File: src/rtl/tama_pkg.sv
package tama_pkg;

  // axes carried by one beat
  localparam int NUM_AXES = 3;
  localparam int AXIS_W   = $clog2(NUM_AXES);

  // sequencer states
  typedef enum logic [2:0] {
    ST_IDLE,
    ST_READ,
    ST_LOAD,
    ST_DIV,
    ST_OUT
  } tama_state_e;

endpackage

File: src/rtl/three_axis_moving_average_unit.sv
// flow: an accepted beat updates ring and sums (ST_READ), then each axis is loaded
//   (ST_LOAD) and divided over TOT_W = SAMPLE_BITS + clog2(MAX_WINDOW) bits (ST_DIV)
// no new beat is taken before the sequencer returns to ST_IDLE; the one bit-serial
//   divider is shared by the axes; a finished result waits in the output register
// reset: window length MAX_WINDOW (at most 32), sums, pointer and fill count cleared;
//   ring entries are not subtracted before the window fills, so no clearing pass is run
module three_axis_moving_average_unit #(
  parameter int MAX_WINDOW  = 32,
  parameter int SAMPLE_BITS = 16
) (
  input  logic                                 clk_i,
  input  logic                                 rst_ni,
  input  logic                                 cfg_we_i,
  input  logic [$clog2(MAX_WINDOW+1)-1:0]      window_length_i,
  input  logic                                 in_valid_i,
  output logic                                 in_ready_o,
  input  logic signed [SAMPLE_BITS-1:0]        sample_x_i,
  input  logic signed [SAMPLE_BITS-1:0]        sample_y_i,
  input  logic signed [SAMPLE_BITS-1:0]        sample_z_i,
  output logic                                 out_valid_o,
  input  logic                                 out_ready_i,
  output logic signed [SAMPLE_BITS-1:0]        mean_x_o,
  output logic signed [SAMPLE_BITS-1:0]        mean_y_o,
  output logic signed [SAMPLE_BITS-1:0]        mean_z_o,
  output logic [$clog2(MAX_WINDOW+1)-1:0]      samples_held_o
);

  import tama_pkg::*;

  localparam int CNT_W      = $clog2(MAX_WINDOW + 1);
  localparam int PTR_W      = $clog2(MAX_WINDOW);
  localparam int TOT_W      = SAMPLE_BITS + $clog2(MAX_WINDOW);
  localparam int STEP_W     = $clog2(TOT_W);
  localparam int WORD_W     = NUM_AXES * SAMPLE_BITS;
  localparam int WIN_RESET  = (MAX_WINDOW < 32) ? MAX_WINDOW : 32;

  tama_state_e state_q, state_d;

  logic [CNT_W-1:0]              win_q;
  logic [CNT_W-1:0]              fill_q;
  logic [PTR_W-1:0]              ptr_q;
  logic signed [TOT_W-1:0]       total_q  [NUM_AXES];
  logic signed [SAMPLE_BITS-1:0] sample_q [NUM_AXES];
  logic signed [SAMPLE_BITS-1:0] mean_q   [NUM_AXES];
  logic [AXIS_W-1:0]             axis_q;
  logic [STEP_W-1:0]             step_q;
  logic [TOT_W-1:0]              dq_q;
  logic [CNT_W-1:0]              rem_q;
  logic                          neg_q;

  logic                          out_valid_q;
  logic signed [SAMPLE_BITS-1:0] out_x_q, out_y_q, out_z_q;
  logic [CNT_W-1:0]              out_held_q;

  logic                          in_ready;
  logic                          ram_re;
  logic                          ram_we;
  logic                          load_out;
  logic [WORD_W-1:0]             ram_wdata;
  logic [WORD_W-1:0]             ram_rdata;
  logic [CNT_W-1:0]              win_clamped;
  logic                          ring_full;
  logic [CNT_W-1:0]              ptr_inc;
  logic                          div_last;
  logic                          axis_last;

  // ring store, one word holds all three axes
  tama_ram #(
    .WIDTH (WORD_W),
    .DEPTH (MAX_WINDOW)
  ) u_ring (
    .clk_i   (clk_i),
    .re_i    (ram_re),
    .we_i    (ram_we),
    .addr_i  (ptr_q),
    .wdata_i (ram_wdata),
    .rdata_o (ram_rdata)
  );

  assign ram_wdata = {sample_q[2], sample_q[1], sample_q[0]};

  // clamp written window length to 1..MAX_WINDOW
  always_comb begin
    win_clamped = window_length_i;
    if (window_length_i == '0) begin
      win_clamped = CNT_W'(1);
    end else if (window_length_i > CNT_W'(MAX_WINDOW)) begin
      win_clamped = CNT_W'(MAX_WINDOW);
    end
  end

  // slot holds a live sample only once the window has filled
  assign ring_full = (fill_q == win_q);
  assign ptr_inc   = CNT_W'(ptr_q) + CNT_W'(1);
  assign div_last  = (step_q == STEP_W'(TOT_W - 1));
  assign axis_last = (axis_q == AXIS_W'(NUM_AXES - 1));

  // next state and control
  always_comb begin
    state_d  = state_q;
    in_ready = 1'b0;
    ram_re   = 1'b0;
    ram_we   = 1'b0;
    load_out = 1'b0;
    unique case (state_q)
      ST_IDLE: begin
        in_ready = 1'b1;
        if (in_valid_i) begin
          ram_re  = 1'b1;
          state_d = ST_READ;
        end
      end
      ST_READ: begin
        ram_we  = 1'b1;
        state_d = ST_LOAD;
      end
      ST_LOAD: begin
        state_d = ST_DIV;
      end
      ST_DIV: begin
        if (div_last) begin
          state_d = axis_last ? ST_OUT : ST_LOAD;
        end
      end
      ST_OUT: begin
        if (!out_valid_q || out_ready_i) begin
          load_out = 1'b1;
          state_d  = ST_IDLE;
        end
      end
      default: begin
        state_d = ST_IDLE;
      end
    endcase
  end

  // state register
  always_ff @(posedge clk_i or negedge rst_ni) begin
    if (!rst_ni) begin
      state_q <= ST_IDLE;
    end else begin
      state_q <= state_d;
    end
  end

  // window, pointer, fill count and running sums
  always_ff @(posedge clk_i or negedge rst_ni) begin
    if (!rst_ni) begin
      win_q  <= CNT_W'(WIN_RESET);
      fill_q <= '0;
      ptr_q  <= '0;
      for (int a = 0; a < NUM_AXES; a++) begin
        total_q[a] <= '0;
      end
    end else if (cfg_we_i) begin
      win_q  <= win_clamped;
      fill_q <= '0;
      ptr_q  <= '0;
      for (int a = 0; a < NUM_AXES; a++) begin
        total_q[a] <= '0;
      end
    end else if (state_q == ST_READ) begin
      for (int a = 0; a < NUM_AXES; a++) begin
        total_q[a] <= total_q[a]
                    - (ring_full ? TOT_W'($signed(ram_rdata[a*SAMPLE_BITS +: SAMPLE_BITS]))
                                 : TOT_W'(0))
                    + TOT_W'(sample_q[a]);
      end
      if (!ring_full) begin
        fill_q <= fill_q + CNT_W'(1);
      end
      ptr_q <= (ptr_inc >= win_q) ? '0 : ptr_inc[PTR_W-1:0];
    end
  end

  // capture the accepted beat
  always_ff @(posedge clk_i) begin
    if (in_ready && in_valid_i) begin
      sample_q[0] <= sample_x_i;
      sample_q[1] <= sample_y_i;
      sample_q[2] <= sample_z_i;
    end
  end

  // shared restoring divider, one quotient bit per cycle
  logic [CNT_W:0]    rem_sh;
  logic              rem_ge;
  logic [TOT_W-1:0]  dq_nx;
  logic [CNT_W:0]    rem_sub;
  logic [TOT_W-1:0]  quot_signed;

  always_comb begin
    rem_sh      = {rem_q, dq_q[TOT_W-1]};
    rem_ge      = (rem_sh >= {1'b0, fill_q});
    rem_sub     = rem_sh - {1'b0, fill_q};
    dq_nx       = {dq_q[TOT_W-2:0], rem_ge};
    quot_signed = neg_q ? (~dq_nx + TOT_W'(1)) : dq_nx;
  end

  always_ff @(posedge clk_i or negedge rst_ni) begin
    if (!rst_ni) begin
      axis_q <= '0;
      step_q <= '0;
    end else begin
      unique case (state_q)
        ST_READ: begin
          axis_q <= '0;
        end
        ST_LOAD: begin
          step_q <= '0;
        end
        ST_DIV: begin
          step_q <= step_q + STEP_W'(1);
          if (div_last) begin
            axis_q <= axis_q + AXIS_W'(1);
          end
        end
        default: begin
        end
      endcase
    end
  end

  // divider datapath
  always_ff @(posedge clk_i) begin
    if (state_q == ST_LOAD) begin
      neg_q <= total_q[axis_q][TOT_W-1];
      dq_q  <= total_q[axis_q][TOT_W-1] ? (~total_q[axis_q] + TOT_W'(1))
                                         : total_q[axis_q];
      rem_q <= '0;
    end else if (state_q == ST_DIV) begin
      dq_q  <= dq_nx;
      rem_q <= rem_ge ? rem_sub[CNT_W-1:0] : rem_sh[CNT_W-1:0];
      if (div_last) begin
        mean_q[axis_q] <= quot_signed[SAMPLE_BITS-1:0];
      end
    end
  end

  // output register
  always_ff @(posedge clk_i or negedge rst_ni) begin
    if (!rst_ni) begin
      out_valid_q <= 1'b0;
    end else if (load_out) begin
      out_valid_q <= 1'b1;
    end else if (out_ready_i) begin
      out_valid_q <= 1'b0;
    end
  end

  always_ff @(posedge clk_i) begin
    if (load_out) begin
      out_x_q    <= mean_q[0];
      out_y_q    <= mean_q[1];
      out_z_q    <= mean_q[2];
      out_held_q <= fill_q;
    end
  end

  assign in_ready_o     = in_ready;
  assign out_valid_o    = out_valid_q;
  assign mean_x_o       = out_x_q;
  assign mean_y_o       = out_y_q;
  assign mean_z_o       = out_z_q;
  assign samples_held_o = out_held_q;

  // fill count never passes the window
  assert property (@(posedge clk_i) disable iff (!rst_ni) fill_q <= win_q)
    else $error("fill count above window length");

  // while filling, pointer tracks fill count, so unwritten slots are never used
  assert property (@(posedge clk_i) disable iff (!rst_ni)
    (fill_q != win_q) |-> (CNT_W'(ptr_q) == fill_q))
    else $error("ring pointer out of step with fill count");

  // every accepted beat is written to the ring in the next cycle
  assert property (@(posedge clk_i) disable iff (!rst_ni)
    (in_valid_i && in_ready_o) |=> ram_we)
    else $error("accepted beat not written back");

  // divider remainder stays below the divisor
  assert property (@(posedge clk_i) disable iff (!rst_ni)
    (state_q == ST_DIV) |-> (rem_q < fill_q))
    else $error("divider remainder out of range");

  // a result is only presented after a nonzero fill
  assert property (@(posedge clk_i) disable iff (!rst_ni)
    $rose(out_valid_o) |-> (samples_held_o != '0))
    else $error("result with empty window");

endmodule

File: src/rtl/tama_ram.sv
module tama_ram #(
  parameter int WIDTH = 48,
  parameter int DEPTH = 32
) (
  input  logic                     clk_i,
  input  logic                     re_i,
  input  logic                     we_i,
  input  logic [$clog2(DEPTH)-1:0] addr_i,
  input  logic [WIDTH-1:0]         wdata_i,
  output logic [WIDTH-1:0]         rdata_o
);

  logic [WIDTH-1:0] mem_q [DEPTH];
  logic [WIDTH-1:0] rdata_q;

  // single port, registered read
  always_ff @(posedge clk_i) begin
    if (we_i) begin
      mem_q[addr_i] <= wdata_i;
    end
    if (re_i) begin
      rdata_q <= mem_q[addr_i];
    end
  end

  assign rdata_o = rdata_q;

endmodule

File: config.mk
export PLATFORM = sky130hd
export DESIGN_NAME = three_axis_moving_average_unit
export DESIGN_NICKNAME = d
export VERILOG_FILES = /design/src/rtl/tama_pkg.sv /design/src/rtl/three_axis_moving_average_unit.sv /design/src/rtl/tama_ram.sv
export SDC_FILE = /design/constraint.sdc
export NUM_CORES = 2
export LEC_CHECK = 0
export BUFFER_PORTS_ARGS = -buffer_cell sky130_fd_sc_hd__buf_4
export CORE_MARGIN = 8
export CORE_UTILIZATION = 25
export CTS_BUF_LIST = sky130_fd_sc_hd__clkbuf_2 sky130_fd_sc_hd__clkbuf_4 sky130_fd_sc_hd__clkbuf_8
export DETAILED_ROUTE_END_ITERATION = 8
export PLACE_DENSITY = 0.47
export SLEW_MARGIN = 20
export SYNTH_ARGS = -nofsm -noshare
export SYNTH_HDL_FRONTEND = slang
export SYNTH_HIERARCHICAL = 1
export SYNTH_SLANG_ARGS = --single-unit
File: constraint.sdc
create_clock -name clk_i -period 19 [get_ports clk_i]
set_clock_uncertainty 0.2 [all_clocks]
set_input_delay 2.85 -clock clk_i [delete_from_list [all_inputs] [get_ports clk_i]]
set_output_delay 2.85 -clock clk_i [all_outputs]
set_load 0.01 [all_outputs]
== Word-level counts from Yosys, hierarchy flattened ==
Memories as Yosys holds them, arrays and structs flattened. A register that Yosys moved wholly into a read port is not among the register bits.
Cells that the tools add are included.

* Muxes and demuxes: 45
* Bitwise gates (word level): 3
* Reduce and logical (&&, ||, !) cells: 12
* Add/subtract/negate cells: 13
* $lt $le $gt $ge: 4
* Eq/ne operators: 11

{| class="wikitable"
|+ Operators with widths
! operator !! count
|-
| 21-bit 2-to-1 mux || 8
|-
| 63-bit 2-to-1 mux || 2
|-
| 21-bit by 16-bit adder with 21-bit output || 3
|-
| 21-bit subtractor || 3
|-
| 21-bit binary-select mux with 2-bit select || 1
|-
| 6-bit 2-to-1 mux || 6
|-
| 21-bit by 2-bit adder with 21-bit output (second input constant) || 1
|-
| 21-bit inverter || 1
|-
| 16-bit by 1-bit adder with 16-bit output (second input constant) || 1
|-
| 1-bit 2-to-1 mux || 16
|-
| 16-bit 2-to-1 mux || 1
|-
| 16-bit inverter || 1
|-
| 5-bit 2-to-1 mux || 3
|-
| 3-bit case mux with 5 select lines || 1
|-
| 3-bit 2-to-1 mux || 4
|-
| 5-bit case mux with 2 select lines || 1
|-
| 2-bit != test (second input constant) || 4
|-
| 2-bit nonzero test || 4
|-
| 7-bit by 6-bit >= comparator with 1-bit output || 1
|-
| 5-bit by 1-bit adder with 6-bit output (second input constant) || 1
|-
| 6-bit by 1-bit adder with 6-bit output (second input constant) || 1
|-
| 3-bit by 2-bit equality test with 1-bit output (second input constant) || 2
|-
| 6-bit equality test || 1
|-
| 6-bit >= comparator || 1
|-
| 19 further kinds || 20
|}

* Bits of input ports: 59
* Bits in registers: 125
* Output and inout bits: 56
* Memories: 3
* Word-level logic and storage cells: 105
* RAM bits: 1,632

{| class="wikitable"
|+ Memory list
! name !! depth !! bits a word !! read ports !! clocked after Yosys merged registers in !! write ports !! RTL line !! RTL
|-
| u_ring.mem_q || 32 || 48 || 1 || 1 || 1 || tama_ram.sv:13 || <nowiki>logic [WIDTH-1:0] mem_q [DEPTH];</nowiki>
|-
| mean_q || 3 || 16 || 3 || 3 || 1 || three_axis_moving_average_unit.sv:44 || <nowiki>logic signed [SAMPLE_BITS-1:0] mean_q [NUM_AXES];</nowiki>
|-
| sample_q || 3 || 16 || 3 || 0 || 3 || three_axis_moving_average_unit.sv:43 || <nowiki>logic signed [SAMPLE_BITS-1:0] sample_q [NUM_AXES];</nowiki>
|}

== Logic depth before layout (Yosys ltp) ==
* Word-level depth: 8
* Gate-level depth with buffers: 19
* Gate-level depth less buffers: 17

== Hierarchy ==
Netlist, hierarchy kept.

{| class="wikitable"
|+ Modules (own cells, without submodules)
! module !! area an instance (um^2) !! times used !! sequential area each (um^2) !! cells each
|-
| tama_ram || 59,599.7 || 1 || 47,565.6 || 3,116
|-
| three_axis_moving_average_unit || 16,216.8 || 1 || 7,563.5 || 1,583
|}

== Worst setup path after synthesis ==
No wires, ideal clock.

* Kind: reg2reg
* Start point: reg state_q[2]
* End point: mem u_ring.mem_q[24][0], enable pin
* Path buffers: 3
* Data required time: 18.287 ns
* Setup time: 0.513 ns
* Arrival time: 5.289 ns
* Path slack: 12.998 ns
* Stages on the path, launching flop included: 9
* Clock period less this slack: 6.002 ns
* Cells stage by stage: dfrtp_1 nand2b_1 or2_0 clkbuf_1 inv_2 buf_1 or3b_2 clkbuf_1 nor3_1

* Word-level cells in the longest chain between the ends: 4

{| class="wikitable"
|+ Ends and longest elaborated chain
! what !! RTL line !! RTL
|-
| start, declared || three_axis_moving_average_unit.sv:37 || <nowiki>tama_state_e state_q, state_d;</nowiki>
|-
| start signal, assigned || three_axis_moving_average_unit.sv:142 || <nowiki>state_q <= state_d;</nowiki>
|-
| 3-bit by 1-bit equality test with 1-bit output || three_axis_moving_average_unit.sv:105 || <nowiki>unique case (state_q)</nowiki>
|-
| 1-bit 2-to-1 mux || three_axis_moving_average_unit.sv:105 ||
|-
| via ram_we || three_axis_moving_average_unit.sv:57 || <nowiki>logic ram_we;</nowiki>
|-
| 1-bit 2-to-1 mux || tama_ram.sv:18 || <nowiki>if (we_i) begin</nowiki>
|-
| 1-bit 2-to-1 mux (not written as such) || tama_ram.sv:19 || <nowiki>mem_q[addr_i] <= wdata_i;</nowiki>
|-
| end, declared || tama_ram.sv:13 ||
|}

The timed path passes the listed nets, and every way through them passes these cells.

==> summary.md <==
| Metric | Value |
|---|---|
| Area grow syn2layout | `17.0%` |
| Kind of start point of the critical path | `flip-flop` |
| Post_cts resized | `0` |
| Cell variety after synth | `70` |
| Cell type with the largest total area after synthesis | `edfxtp_1` |
| Register bit total from synthesis | `1853` |
| Antenna Violating Nets Remaining | `0` |
| Fillcell total | `30029` |
| Root buffer cell | `clkbuf_8` |
| Status | `finished, final reports clean` |
| Pwr Density | `97.0 nW/um^2` |
| Critical Path Most Common Cell | `buf_4` |
| Most frequent cells after synthesis | `edfxtp_1, mux2i_1, o22ai_1` |
| CTS tree | `done` |
| Initial antenna violation count | `14` |
| Fin Setup TNS | `0 ps` |
| Critical-path cell list | `buf_4, buf_4, buf_4, buf_12, buf_4, mux2i_1, o22ai_1, nor4_1, nand2_1` |
| Site Rows | `202` |
| Vias in the first global route | `approximately 43000` |
| Leak pwr | `around 28 nW` |
| WP depth | `9` |
| Grt ovf | `0` |
| Residual DRC | `0` |
| Synth Area per Inst | `16.1 sq um` |
| Crit-path max cell delay | `910 ps` |
| Slew HR | `0.185` |
| I/O pins | `115` |
| Final Hold Vio Count | `0` |
| Slowest CP cell | `dfrtp_4` |
| Post-Syn Area | `75800 sq um` |
| Reg2reg end | `u_ring/rdata_o[26]` |
| Critical path endpoint category | `flip-flop` |
| Fraction of layout cells with a size suffix above 1 | `0.160` |
| Multi-input logic area | `19100 sq um` |
| First-pass GRT wire length | `about 320 mm` |
| Largest net degree at the start of global routing | `approximately 120` |
| Slew Viols, Final | `0` |
| DRT iter0 DRCs | `3174` |
| Drt wl/cell | `between 20 and 25 um` |
| Width of the die | `567 um` |
| Die height | `567 um` |
| CTS Sinks | `1853` |
| Top_reg_cell synth | `edfxtp_1` |
| IR drop worst, VDD | `0.0509 mV` |
| Hold-fix buffers, CTS | `0` |
| CP Max Fanout | `122` |
| Tcrit/Tclk final | `0.336` |
| Data required, critical path | `19560 ps` |
| Core Region | `302000 sq um` |
| Final min period | `~6400 ps` |
| Max Cap Viol | `0` |
| Max Root-Sink Buffers | `4` |
| Vias per cell | `between 4 and 5` |
| Tightest Pin Transition | `1210 ps` |
| Clk_lat worst skew | `1060 ps` |
| PortBufs | `around 110` |
| Reg-to-reg slack, setup | `12610 ps` |
| Pre-antenna DRT Iters | `5` |
| Share of Yosys cell area claimed by the top area cell type | `0.696` |
| Delay-heaviest family, CP | `buffers and inverters` |
| Mapped Cells | `4699` |
| Most frequent cell after synthesis | `edfxtp_1` |
| Mapped Nets | `around 4900` |
| CTS buffer count | `339` |
| CTS HTree Levels | `5` |
| Crit path capture | `u_ring/rdata_o[26]` |
| Setup-failing EPs final | `0` |
| DIE AREA | `321000 sq um` |
| Hold/Removal Path Class | `reg -> reg` |
| RSZ-0062 raised after global routing | `no` |
| DRT Wirelength | `223 mm` |
| Nets | `around 5300` |
| Post-DP HPWL | `roughly 120 mm` |
| Worst path buffer plus inverter count | `5` |
| GPL Wtd Cong | `0.823` |
| CTS clk-pin slew, worst paths | `60 ps` |
| Crit Path Category | `reg -> reg` |
| Overall routing resource usage | `0.133` |
| Reg2Reg Depth | `9` |
| Post-CTS setup buffers | `0` |
| Critical Path AT | `6950 ps` |
| Reg area | `55100 sq um` |
| Post-synth ARST share | `0.0491` |
| Seq/Total Area, Yosys | `0.727` |
| Core Util, Final | `0.293` |
| Max Fclk | `156 MHz` |
| Synth area leaders | `edfxtp_1, mux2i_1, o22ai_1` |
| YS warnings | `6` |
| EDFF count, synth | `between 1500 and 2000` |
| Initial core utilization | `0.251` |
| Routed vias | `42569` |
| CP startpoint | `ptr_q[1]` |
| RR Startpoint | `ptr_q[1]` |
==> layout by cell type (no fill, tap or decap), drive strengths merged, types with 53 or more instances in the layout <==
cell	Yosys	routed
and2	53	53
nor4	99	99
clkinv	0	116
ha	84	84
dfrtp	90	90
mux2i	786	786
o21ai	88	88
xnor2	66	66
edfxtp	1756	1756
inv	265	271
a21oi	92	92
o22ai	389	389
clkbuf	81	452
buf	140	262
fa	61	61
nor2	106	106
nand2	212	212
==> kinds of logic after synthesis <==
logic type,after synthesis,synth area share
flip-flops,1853,0.727
XOR/XNOR,95,0.0110
adder cells (fa/ha/maj),145,0.0300
AO/OA/AOI/OAI,705,0.0586
multiplexers,802,0.106
buffers and inverters,486,0.0263
AND/OR/NAND/NOR,613,0.0407
==> how the worst min path moves through the flow <==
stage                              from      endpoint  slack (ps)  cells past startpoint
after global routing       mean_q[1][0]   mean_y_o[0]         220                      0
after CTS                  mean_q[1][0]   mean_y_o[0]         220                      0
after global placement    mean_q[1][15]  mean_y_o[15]         200                      0
final                     mean_q[2][13]  mean_z_o[13]         210                      0
after floorplan            mean_q[0][0]   mean_x_o[0]         200                      0
after detailed placement  mean_q[2][14]  mean_z_o[14]         200                      0
==> per-layer routing <==
| metal | vias to the layer above | wire [um] | GRT usage |
|---|---|---|---|
| met3 | 340 | 11500 | 0.0235 |
| met2 | 1153 | 103000 | 0.214 |
| met4 | 2 | 5400 | 0.0367 |
| met1 | 22100 | 103000 | 0.185 |
| li1 | 18974 | - | - |
| met5 | - | 13 | 0 |
==> worst reg2reg max path, cell delays in order, from the launching register on <==
cell     delay (ps)
dfrtp_4         910
buf_4           840
buf_4           580
buf_4           780
buf_12          560
buf_4          1170
mux2i_1         300
o22ai_1         110
nor4_1          630
nand2_1         100
==> power breakdown <==
group / switching (mW) / internal, mW
registers: 0.0459 / 4.49
logic: 0.248 / 0.155
clock network: 1.64 / 2.03
==> per-stage QoR <==
stage	setup WS [ps]	cell area [sq um]	total power, mW	std cells	hold WS, ps
floorplan	13000	75800	4.90	4699	200
global placement	12570	82100	5.02	8711	202
detailed placement	12590	82200	5.02	8715	205
CTS	12620	88600	8.74	9304	216
global route	12370	88700	8.95	9312	223
finish	12610	88700	8.61	9314	213
==> cell type report <==
cell class              count  area share
clock buffers             452      0.0627
inverters                 265      0.0112
diodes                      7    0.000197
clock inverters           137     0.00993
well taps                3978      0.0561
repair buffers            262      0.0235
multi-input cells        2360       0.215
flip-flops and latches   1853       0.622
==> state kept, by name, indices dropped and copies added (netlist names) <==
name / cells
state_q: 3
dq_q: 21
mean_q: 48
step_q: 5
fill_q: 6
ptr_q: 5
sample_q: 48
mean_y_o: 16
u_ring/rdata_o: 48
rem_q: 6
axis_q: 2
mean_z_o: 16
mean_x_o: 16
u_ring/mem_q: 1536
out_valid_o: 1
neg_q: 1
samples_held_o: 6
win_q: 6
total_q: 63
Note: power is estimated with default switching activity, not from simulation.
